File: src/hw/rtl/sgr_pkg.sv
// Swipe gesture recognizer: shared types and constants.
// Used by sgr_eval and swipe_gesture_recognizer_top; depends on nothing.

package sgr_pkg;

  // Default field widths
  localparam int COORD_BITS_DEF = 16;
  localparam int TIME_BITS_DEF  = 32;

  // Configuration register widths and port layout
  localparam int DIST_BITS      = 16;
  localparam int SPEED_BITS     = 24;
  localparam int CFG_DATA_BITS  = 24;
  localparam int CFG_INDEX_BITS = 2;

  localparam logic [CFG_INDEX_BITS-1:0] REG_MIN_DISTANCE = 2'd0;
  localparam logic [CFG_INDEX_BITS-1:0] REG_MIN_SPEED    = 2'd1;

  // Speed check scale: ms to s (1000) times the 8 fraction bits of min_speed (256)
  localparam int SPEED_SCALE = 256000;
  localparam int SCALE_BITS  = 18;

  // Event kinds
  typedef enum logic [1:0] {
    CMD_PRESS   = 2'd0,
    CMD_MOVE    = 2'd1,
    CMD_RELEASE = 2'd2,
    CMD_TICK    = 2'd3
  } cmd_t;

  // Recognizer modes
  typedef enum logic [1:0] {
    MODE_WAIT    = 2'd0,
    MODE_COLLECT = 2'd1,
    MODE_SWIPE   = 2'd2,
    MODE_PASS    = 2'd3
  } mode_t;

  // Direction set by the first two points
  typedef enum logic [1:0] {
    DIR_NONE  = 2'd0,
    DIR_RIGHT = 2'd1,
    DIR_LEFT  = 2'd2
  } dir_t;

  // Result verdicts
  typedef enum logic [1:0] {
    VERDICT_NONE   = 2'd0,
    VERDICT_LEFT   = 2'd1,
    VERDICT_RIGHT  = 2'd2,
    VERDICT_REVERT = 2'd3
  } verdict_t;

endpackage

File: src/hw/rtl/sgr_eval.sv
// Swipe gesture recognizer: verdict logic for an evaluate tick.
// Pure combinational; depends on sgr_pkg.

module sgr_eval #(
  parameter int COORD_BITS = sgr_pkg::COORD_BITS_DEF,
  parameter int TIME_BITS  = sgr_pkg::TIME_BITS_DEF
) (
  input  logic [1:0]                      point_count,
  input  logic                            reversed_flag,
  input  logic signed [COORD_BITS-1:0]    first_x,
  input  logic signed [COORD_BITS-1:0]    previous_x,
  input  logic signed [COORD_BITS-1:0]    lowest_y,
  input  logic signed [COORD_BITS-1:0]    highest_y,
  input  logic [TIME_BITS-1:0]            press_time,
  input  logic [TIME_BITS-1:0]            now,
  input  logic [sgr_pkg::DIST_BITS-1:0]   min_distance,
  input  logic [sgr_pkg::SPEED_BITS-1:0]  min_speed,
  output sgr_pkg::verdict_t               verdict
);

  // Elapsed time beyond this many bits always fails the speed check unless min_speed is zero
  localparam int SCALED_BITS = COORD_BITS + sgr_pkg::SCALE_BITS;
  localparam int ELAPSED_BITS = (TIME_BITS < SCALED_BITS) ? TIME_BITS : SCALED_BITS;
  localparam int PROD_BITS = sgr_pkg::SPEED_BITS + ELAPSED_BITS;
  localparam int CMP_BITS = (PROD_BITS > SCALED_BITS) ? PROD_BITS : SCALED_BITS;
  localparam int DIST_CMP_BITS =
    (COORD_BITS > sgr_pkg::DIST_BITS) ? COORD_BITS : sgr_pkg::DIST_BITS;

  logic signed [COORD_BITS:0]   dx;
  logic [COORD_BITS:0]          dx_mag;
  logic [COORD_BITS-1:0]        adx;
  logic [COORD_BITS:0]          dy_full;
  logic [COORD_BITS-1:0]        dy;
  logic [COORD_BITS+1:0]        adx_x2;
  logic [COORD_BITS+1:0]        dy_x3;
  logic                         steep;
  logic [TIME_BITS-1:0]         elapsed;
  logic [ELAPSED_BITS-1:0]      elapsed_sat;
  logic [SCALED_BITS-1:0]       scaled;
  logic [PROD_BITS-1:0]         speed_prod;
  logic                         slow;
  logic                         far_enough;

  // Horizontal travel and vertical spread
  assign dx      = $signed({previous_x[COORD_BITS-1], previous_x})
                 - $signed({first_x[COORD_BITS-1], first_x});
  assign dx_mag  = dx[COORD_BITS] ? -dx : dx;
  assign adx     = dx_mag[COORD_BITS-1:0];
  assign dy_full = $signed({highest_y[COORD_BITS-1], highest_y})
                 - $signed({lowest_y[COORD_BITS-1], lowest_y});
  assign dy      = dy_full[COORD_BITS-1:0];

  // Angle limit: 2*|dx| < 3*|dy|
  assign adx_x2 = {1'b0, adx, 1'b0};
  assign dy_x3  = {2'b00, dy} + {1'b0, dy, 1'b0};
  assign steep  = adx_x2 < dy_x3;

  // Elapsed time, clamped so the product stays narrow
  assign elapsed = now - press_time;
  generate
    if (TIME_BITS > ELAPSED_BITS) begin : g_clamp
      assign elapsed_sat = (|elapsed[TIME_BITS-1:ELAPSED_BITS])
                         ? {ELAPSED_BITS{1'b1}} : elapsed[ELAPSED_BITS-1:0];
    end else begin : g_noclamp
      assign elapsed_sat = elapsed[ELAPSED_BITS-1:0];
    end
  endgenerate

  // Too slow when min_speed * elapsed > |dx| * 256000
  assign scaled     = SCALED_BITS'({{sgr_pkg::SCALE_BITS{1'b0}}, adx}
                    * SCALED_BITS'(sgr_pkg::SPEED_SCALE));
  assign speed_prod = {{ELAPSED_BITS{1'b0}}, min_speed}
                    * {{sgr_pkg::SPEED_BITS{1'b0}}, elapsed_sat};
  assign slow       = CMP_BITS'(speed_prod) > CMP_BITS'(scaled);

  assign far_enough = DIST_CMP_BITS'(adx) >= DIST_CMP_BITS'(min_distance);

  // Checks in order of precedence
  always_comb begin
    priority if (point_count < 2'd2 || reversed_flag || steep || slow) begin
      verdict = sgr_pkg::VERDICT_REVERT;
    end else if (far_enough) begin
      verdict = dx[COORD_BITS] ? sgr_pkg::VERDICT_LEFT : sgr_pkg::VERDICT_RIGHT;
    end else begin
      verdict = sgr_pkg::VERDICT_NONE;
    end
  end

endmodule

File: src/hw/rtl/swipe_gesture_recognizer_top.sv
// Swipe gesture recognizer top level: event pipeline, running path state, result beat.
// Depends on sgr_pkg and sgr_eval.
//
// Usage:
//  - Input channel (in_valid/in_stall): one beat per touch event or evaluate tick,
//    carrying command, pos_x, pos_y and time_ms.
//  - Output channel (out_valid/out_stall): exactly one beat per input beat, in order,
//    with consumed and verdict.
//  - Config port: cfg_write with cfg_index 0 (min_distance) or 1 (min_speed);
//    other indexes are dropped. Write only while no beat is in flight.
//  - Each beat passes one input register, then the combinational mode and running-value
//    update plus tick evaluation, ending in the result register.
//  - Throughput is one beat per cycle while the receiver does not stall; the tick path
//    (one 24-bit by elapsed-time multiply and compare) sets the cycle time.
//  - When the receiver stalls, the result register holds its beat, the input
//    register still fills, and in_stall rises only once both are occupied.
//  - Reset clears both configuration registers to zero, returns to waiting for a
//    press and empties the pipeline; no clearing pass is needed.

module swipe_gesture_recognizer_top #(
  parameter int COORD_BITS = sgr_pkg::COORD_BITS_DEF,
  parameter int TIME_BITS  = sgr_pkg::TIME_BITS_DEF
) (
  input  logic                                clk,
  input  logic                                rst,
  // event channel
  input  logic                                in_valid,
  output logic                                in_stall,
  input  logic [1:0]                          command,
  input  logic signed [COORD_BITS-1:0]        pos_x,
  input  logic signed [COORD_BITS-1:0]        pos_y,
  input  logic [TIME_BITS-1:0]                time_ms,
  // result channel
  output logic                                out_valid,
  input  logic                                out_stall,
  output logic                                consumed,
  output logic [1:0]                          verdict,
  // configuration
  input  logic                                cfg_write,
  input  logic [sgr_pkg::CFG_INDEX_BITS-1:0]  cfg_index,
  input  logic [sgr_pkg::CFG_DATA_BITS-1:0]   cfg_data
);

  // Configuration registers
  logic [sgr_pkg::DIST_BITS-1:0]  min_distance;
  logic [sgr_pkg::SPEED_BITS-1:0] min_speed;

  // Input register
  logic                           s1_valid;
  sgr_pkg::cmd_t                  s1_command;
  logic signed [COORD_BITS-1:0]   s1_x;
  logic signed [COORD_BITS-1:0]   s1_y;
  logic [TIME_BITS-1:0]           s1_time;
  logic                           in_fire;
  logic                           s1_fire;

  // Running path state
  sgr_pkg::mode_t                 mode, mode_next;
  logic [1:0]                     point_count, point_count_next;
  logic signed [COORD_BITS-1:0]   first_x, first_x_next;
  logic signed [COORD_BITS-1:0]   previous_x, previous_x_next;
  sgr_pkg::dir_t                  initial_direction, initial_direction_next;
  logic                           reversed_flag, reversed_flag_next;
  logic signed [COORD_BITS-1:0]   lowest_y, lowest_y_next;
  logic signed [COORD_BITS-1:0]   highest_y, highest_y_next;
  logic [TIME_BITS-1:0]           press_time, press_time_next;

  // Result register
  logic                           res_consumed, res_consumed_next;
  sgr_pkg::verdict_t              res_verdict, res_verdict_next;
  sgr_pkg::verdict_t              tick_verdict;

  // Handshakes: stage 1 moves on when the result register is free or draining
  assign s1_fire  = s1_valid && !(out_valid && out_stall);
  assign in_stall = s1_valid && out_valid && out_stall;
  assign in_fire  = in_valid && !in_stall;

  // Configuration writes
  always_ff @(posedge clk) begin
    if (rst) begin
      min_distance <= '0;
      min_speed    <= '0;
    end else if (cfg_write) begin
      if (cfg_index == sgr_pkg::REG_MIN_DISTANCE) begin
        min_distance <= cfg_data[sgr_pkg::DIST_BITS-1:0];
      end else if (cfg_index == sgr_pkg::REG_MIN_SPEED) begin
        min_speed <= cfg_data[sgr_pkg::SPEED_BITS-1:0];
      end
    end
  end

  // Input register
  always_ff @(posedge clk) begin
    if (rst) begin
      s1_valid <= 1'b0;
    end else if (in_fire) begin
      s1_valid <= 1'b1;
    end else if (s1_fire) begin
      s1_valid <= 1'b0;
    end
  end

  always_ff @(posedge clk) begin
    if (in_fire) begin
      s1_command <= sgr_pkg::cmd_t'(command);
      s1_x       <= pos_x;
      s1_y       <= pos_y;
      s1_time    <= time_ms;
    end
  end

  // Tick verdict from the current running values
  sgr_eval #(
    .COORD_BITS (COORD_BITS),
    .TIME_BITS  (TIME_BITS)
  ) u_eval (
    .point_count   (point_count),
    .reversed_flag (reversed_flag),
    .first_x       (first_x),
    .previous_x    (previous_x),
    .lowest_y      (lowest_y),
    .highest_y     (highest_y),
    .press_time    (press_time),
    .now           (s1_time),
    .min_distance  (min_distance),
    .min_speed     (min_speed),
    .verdict       (tick_verdict)
  );

  // Mode and running-value update for the beat in stage 1
  always_comb begin
    mode_next              = mode;
    point_count_next       = point_count;
    first_x_next           = first_x;
    previous_x_next        = previous_x;
    initial_direction_next = initial_direction;
    reversed_flag_next     = reversed_flag;
    lowest_y_next          = lowest_y;
    highest_y_next         = highest_y;
    press_time_next        = press_time;
    res_consumed_next      = 1'b0;
    res_verdict_next       = sgr_pkg::VERDICT_NONE;

    unique case (s1_command)
      sgr_pkg::CMD_PRESS: begin
        if (mode == sgr_pkg::MODE_SWIPE) begin
          res_consumed_next = 1'b1;
        end else if (mode == sgr_pkg::MODE_WAIT) begin
          mode_next              = sgr_pkg::MODE_COLLECT;
          point_count_next       = 2'd1;
          first_x_next           = s1_x;
          previous_x_next        = s1_x;
          initial_direction_next = sgr_pkg::DIR_NONE;
          reversed_flag_next     = 1'b0;
          lowest_y_next          = s1_y;
          highest_y_next         = s1_y;
          press_time_next        = s1_time;
          res_consumed_next      = 1'b1;
        end
      end
      sgr_pkg::CMD_MOVE: begin
        if (mode == sgr_pkg::MODE_SWIPE) begin
          res_consumed_next = 1'b1;
        end else if (mode == sgr_pkg::MODE_COLLECT) begin
          // second point sets the direction, later points watch for a reversal
          if (point_count <= 2'd1) begin
            if (s1_x > first_x) begin
              initial_direction_next = sgr_pkg::DIR_RIGHT;
            end else if (s1_x < first_x) begin
              initial_direction_next = sgr_pkg::DIR_LEFT;
            end else begin
              initial_direction_next = sgr_pkg::DIR_NONE;
            end
          end else begin
            if ((initial_direction == sgr_pkg::DIR_RIGHT && s1_x < previous_x) ||
                (initial_direction == sgr_pkg::DIR_LEFT && s1_x > previous_x)) begin
              reversed_flag_next = 1'b1;
            end
          end
          if (point_count < 2'd3) begin
            point_count_next = point_count + 2'd1;
          end
          previous_x_next = s1_x;
          if (s1_y < lowest_y) begin
            lowest_y_next = s1_y;
          end
          if (s1_y > highest_y) begin
            highest_y_next = s1_y;
          end
          res_consumed_next = 1'b1;
        end
      end
      sgr_pkg::CMD_RELEASE: begin
        if (mode == sgr_pkg::MODE_SWIPE) begin
          res_consumed_next = 1'b1;
        end else if (mode == sgr_pkg::MODE_COLLECT) begin
          res_verdict_next = sgr_pkg::VERDICT_REVERT;
        end
        mode_next = sgr_pkg::MODE_WAIT;
      end
      sgr_pkg::CMD_TICK: begin
        if (mode == sgr_pkg::MODE_COLLECT) begin
          res_verdict_next = tick_verdict;
          if (tick_verdict == sgr_pkg::VERDICT_REVERT) begin
            mode_next = sgr_pkg::MODE_PASS;
          end else if (tick_verdict != sgr_pkg::VERDICT_NONE) begin
            mode_next = sgr_pkg::MODE_SWIPE;
          end
        end
      end
      default: begin
        mode_next = mode;
      end
    endcase
  end

  // State registers
  always_ff @(posedge clk) begin
    if (rst) begin
      mode              <= sgr_pkg::MODE_WAIT;
      point_count       <= '0;
      first_x           <= '0;
      previous_x        <= '0;
      initial_direction <= sgr_pkg::DIR_NONE;
      reversed_flag     <= 1'b0;
      lowest_y          <= '0;
      highest_y         <= '0;
      press_time        <= '0;
    end else if (s1_fire) begin
      mode              <= mode_next;
      point_count       <= point_count_next;
      first_x           <= first_x_next;
      previous_x        <= previous_x_next;
      initial_direction <= initial_direction_next;
      reversed_flag     <= reversed_flag_next;
      lowest_y          <= lowest_y_next;
      highest_y         <= highest_y_next;
      press_time        <= press_time_next;
    end
  end

  // Result register
  always_ff @(posedge clk) begin
    if (rst) begin
      out_valid <= 1'b0;
    end else if (s1_fire) begin
      out_valid <= 1'b1;
    end else if (!out_stall) begin
      out_valid <= 1'b0;
    end
  end

  always_ff @(posedge clk) begin
    if (s1_fire) begin
      res_consumed <= res_consumed_next;
      res_verdict  <= res_verdict_next;
    end
  end

  assign consumed = res_consumed;
  assign verdict  = res_verdict;

endmodule
File: config.mk
export PLATFORM = sky130hd
export DESIGN_NAME = swipe_gesture_recognizer_top
export DESIGN_NICKNAME = d
export VERILOG_FILES = /design/src/hw/rtl/sgr_pkg.sv /design/src/hw/rtl/sgr_eval.sv /design/src/hw/rtl/swipe_gesture_recognizer_top.sv
export SDC_FILE = /design/constraint.sdc
export NUM_CORES = 2
export LEC_CHECK = 0
export BUFFER_PORTS_ARGS = -buffer_cell sky130_fd_sc_hd__buf_2
export CAP_MARGIN = 20
export CORE_MARGIN = 3
export CORE_UTILIZATION = 51
export CTS_CLUSTER_DIAMETER = 200
export DETAILED_ROUTE_END_ITERATION = 12
export HOLD_SLACK_MARGIN = 0.03
export PLACE_DENSITY = 0.68
export SLEW_MARGIN = 20
export SYNTH_ARGS = -nofsm -noshare
export SYNTH_HDL_FRONTEND = slang
export SYNTH_SLANG_ARGS = --single-unit
File: constraint.sdc
create_clock -name clk -period 14.2 [get_ports clk]
set_input_delay 2.84 -clock clk [delete_from_list [all_inputs] [get_ports clk]]
set_output_delay 2.84 -clock clk [all_outputs]
set_load 0.02 [all_outputs]
==> metrics <==
run status finished clean; max-cap violations 0; Synth Cell Area 0.0424 sq mm; min Tclk post-route 12.26 ns; Top Ports 102; Hold Crit Class register to register; Reg2Reg Setup Slack 1.94 ns; Design Area, Final 0.0450 sq mm; Syn-to-layout area delta 6.10%; detailed-route via count 32500; Final Power 10.3 mW; Starting Density 51.6%; post-CTS setup buffers 0; Core Util, Final 54.8%; total negative slack 0 ns; first-pass GRT wire length 180000 microns; post-DP HPWL 85900 microns; synth warn 0; Post-route DRC 0; Crit Reg-Reg Endpoint verdict[1]; Synth area leader fa_1; f_max 81.6 MHz; worst ir drop on vdd 0.000845 V; top_reg_cell synth dfxtp_1; clock buffer depth 3; Worst Path Max Fanout 24; initial antenna violation count 0; period utilization 86.4%; WHS Path Cells 2; placed inst area 0.0442 sq mm; Resized cells post-CTS 0; PD cells 228 mW/mm^2; sequential-to-total area share from yosys stat 11.7%; RSZ-0062 raised after global routing false; number of global-route vias before repair 34100; Critical Path Source s1_time[0]; die area 0.0867 sq mm; Wirelength per Cell 18.1 microns; WP data required 14.51 ns; Seq cells post-synth 214; Hold Path Sink min_distance[6]; Tot GR Track Use 26.1%; DP Cell Count 5918; DRT Wirelength 108000 microns; GR Overflow Total 0; worst hold slack 0.454 ns; Post-synth EDFFs 69; Pre-Repair DR Iteration Count 5; nets@finish 6122; Rows 105; layout cell share with drive strength beyond 1 5.97%; Worst-Margin Slew 1.06 ns; CTS root buf clkbuf_16; pre-CTS setup slack 2.03 ns; critical-path cell with the highest stage delay a211oi_1; CP Launch Type register; Final WS setup 1.94 ns; Via density 5.44; Netlist cell types 104; HP Start min_distance[6]; critical path class register to register; H-tree depth 1; synth top area cells fa_1, ha_1, inv_1; clock skew 0.0157 ns; worst r2r src s1_time[0]; Async S/R FF share, synth 0%; cells on worst reg2reg path 42; final setup vio count 0; Die H 295 microns; largest net degree at the start of global routing 82; final max-slew violation count 0; Pleak 21.5 nW; Critical Path Max Stage Delay 0.62 ns; post-synth top area share 33.8%; chip width 295 microns; CTS sink count 214; Arr. time, crit path 12.57 ns; Synth Net Count 6139; critical path endpoint category register; IO Port Bufs 101; GP Congestion 0.926; final hold violation count 0; initial DRC count 2027; non-filler cells, final 5966; Clock transition at path regs 0.06 ns; Syn Inst Count 4893; Mean Syn Cell Area 8.68 sq um; CTS Buf Count 25; slew margin rel. 28.7%; TritonCTS clock tree yes; hold buffer count at CTS 0; clk_lat worst skew 0.59 ns; remaining antenna violation count after routing 0; Core Footprint 0.0822 sq mm; most numerous cell on the critical path fa_1
flip-flops by register name (all words and copies together), names as in the netlist:
name / flops
consumed: 1
s1_time: 32
min_distance: 16
first_x: 16
s1_valid: 1
s1_command: 2
out_valid: 1
point_count: 2
highest_y: 16
s1_y: 16
previous_x: 16
mode: 2
initial_direction: 2
lowest_y: 16
verdict: 2
min_speed: 24
reversed_flag: 1
s1_x: 16
press_time: 32
layer usage:
metal | global-route usage (%) | wire length (microns)
met3 | 4.08 | 7250
met5 | 0 | 0
met2 | 44.3 | 51400
met4 | 7.33 | 3310
met1 | 34.7 | 46000
report_power, final:
group	internal [mW]	total, mW	switching [mW]
Combinational	3.69	8.95	5.26
Sequential	0.656	0.682	0.0262
Clock	0.357	0.651	0.295
Total	4.70	10.3	5.58
cell type report:
class,count,area [sq um]
flip-flops and latches,214,4980
clock buffers,32,702
fillers,7564,37200
well taps,1070,1340
inverters,994,3730
multi-input cells,3478,33200
repair buffers,163,978
clock inverters,14,118
diodes,1,2.50
placed cells by master, fill, tap and decap left out, drive strengths merged, types with 17 or more instances in the layout:
cell type	n
xnor2	86
nand3	63
xor2	50
o21a	29
clkbuf	32
o21ai	107
nand4	32
nand2b	31
ha	432
nor2	144
nor3	47
inv	999
mux2i	20
nor2b	60
dfxtp	145
a21oi	278
nand2	622
a21o	58
a31oi	17
and2	431
edfxtp	69
and3	22
a211oi	21
fa	717
buf	162
synthesized netlist by cell type (17+ instances only):
library cell  number
a211oi_1          19
a21o_1            57
a21oi_1          273
a31oi_1           17
and2_1           429
and3_1            21
clkbuf_1         186
dfxtp_1          145
edfxtp_1          69
fa_1             717
ha_1             432
inv_1            993
mux2i_1           20
nand2_1          622
nand2b_1          31
nand3_1           62
nand4_1           31
nor2_1           144
nor2b_1           59
nor3_1            45
o21a_1            29
o21ai_0           87
o21ai_1           20
xnor2_1           86
xor2_1            50
worst max-delay path, delay by kind of cell (launching register included):
kind / cells / cell delay (ns)
buf+inv: 5 / 0.51
fa+ha+maj: 11 / 5.04
xor+xnor: 2 / 0.29
compound gates: 11 / 2.95
simple gates: 13 / 2.83
flops: 1 / 0.34
logic make-up after synthesis:
kind of cell,Yosys count,share of synthesized area (%)
multiplexers,22,0.525
flip-flops,214,11.7
AND/OR/NAND/NOR,1525,17.9
XOR/XNOR,136,2.81
AO/OA/AOI/OAI,646,9.76
buffers and inverters,1201,10.7
adder cells (fa/ha/maj),1149,46.5
worst max-delay path by stage:
stage | endpoint | cells past startpoint | slack [ns]
finish | verdict[1] | 42 | 1.94
detailed placement | verdict[1] | 41 | 2.03
CTS | verdict[1] | 41 | 1.94
global placement | verdict[0] | 42 | 2.33
floorplan | verdict[0] | 42 | 3.38
global route | verdict[1] | 43 | 1.23
No activity file was read; power rests on OpenSTA's default activity.
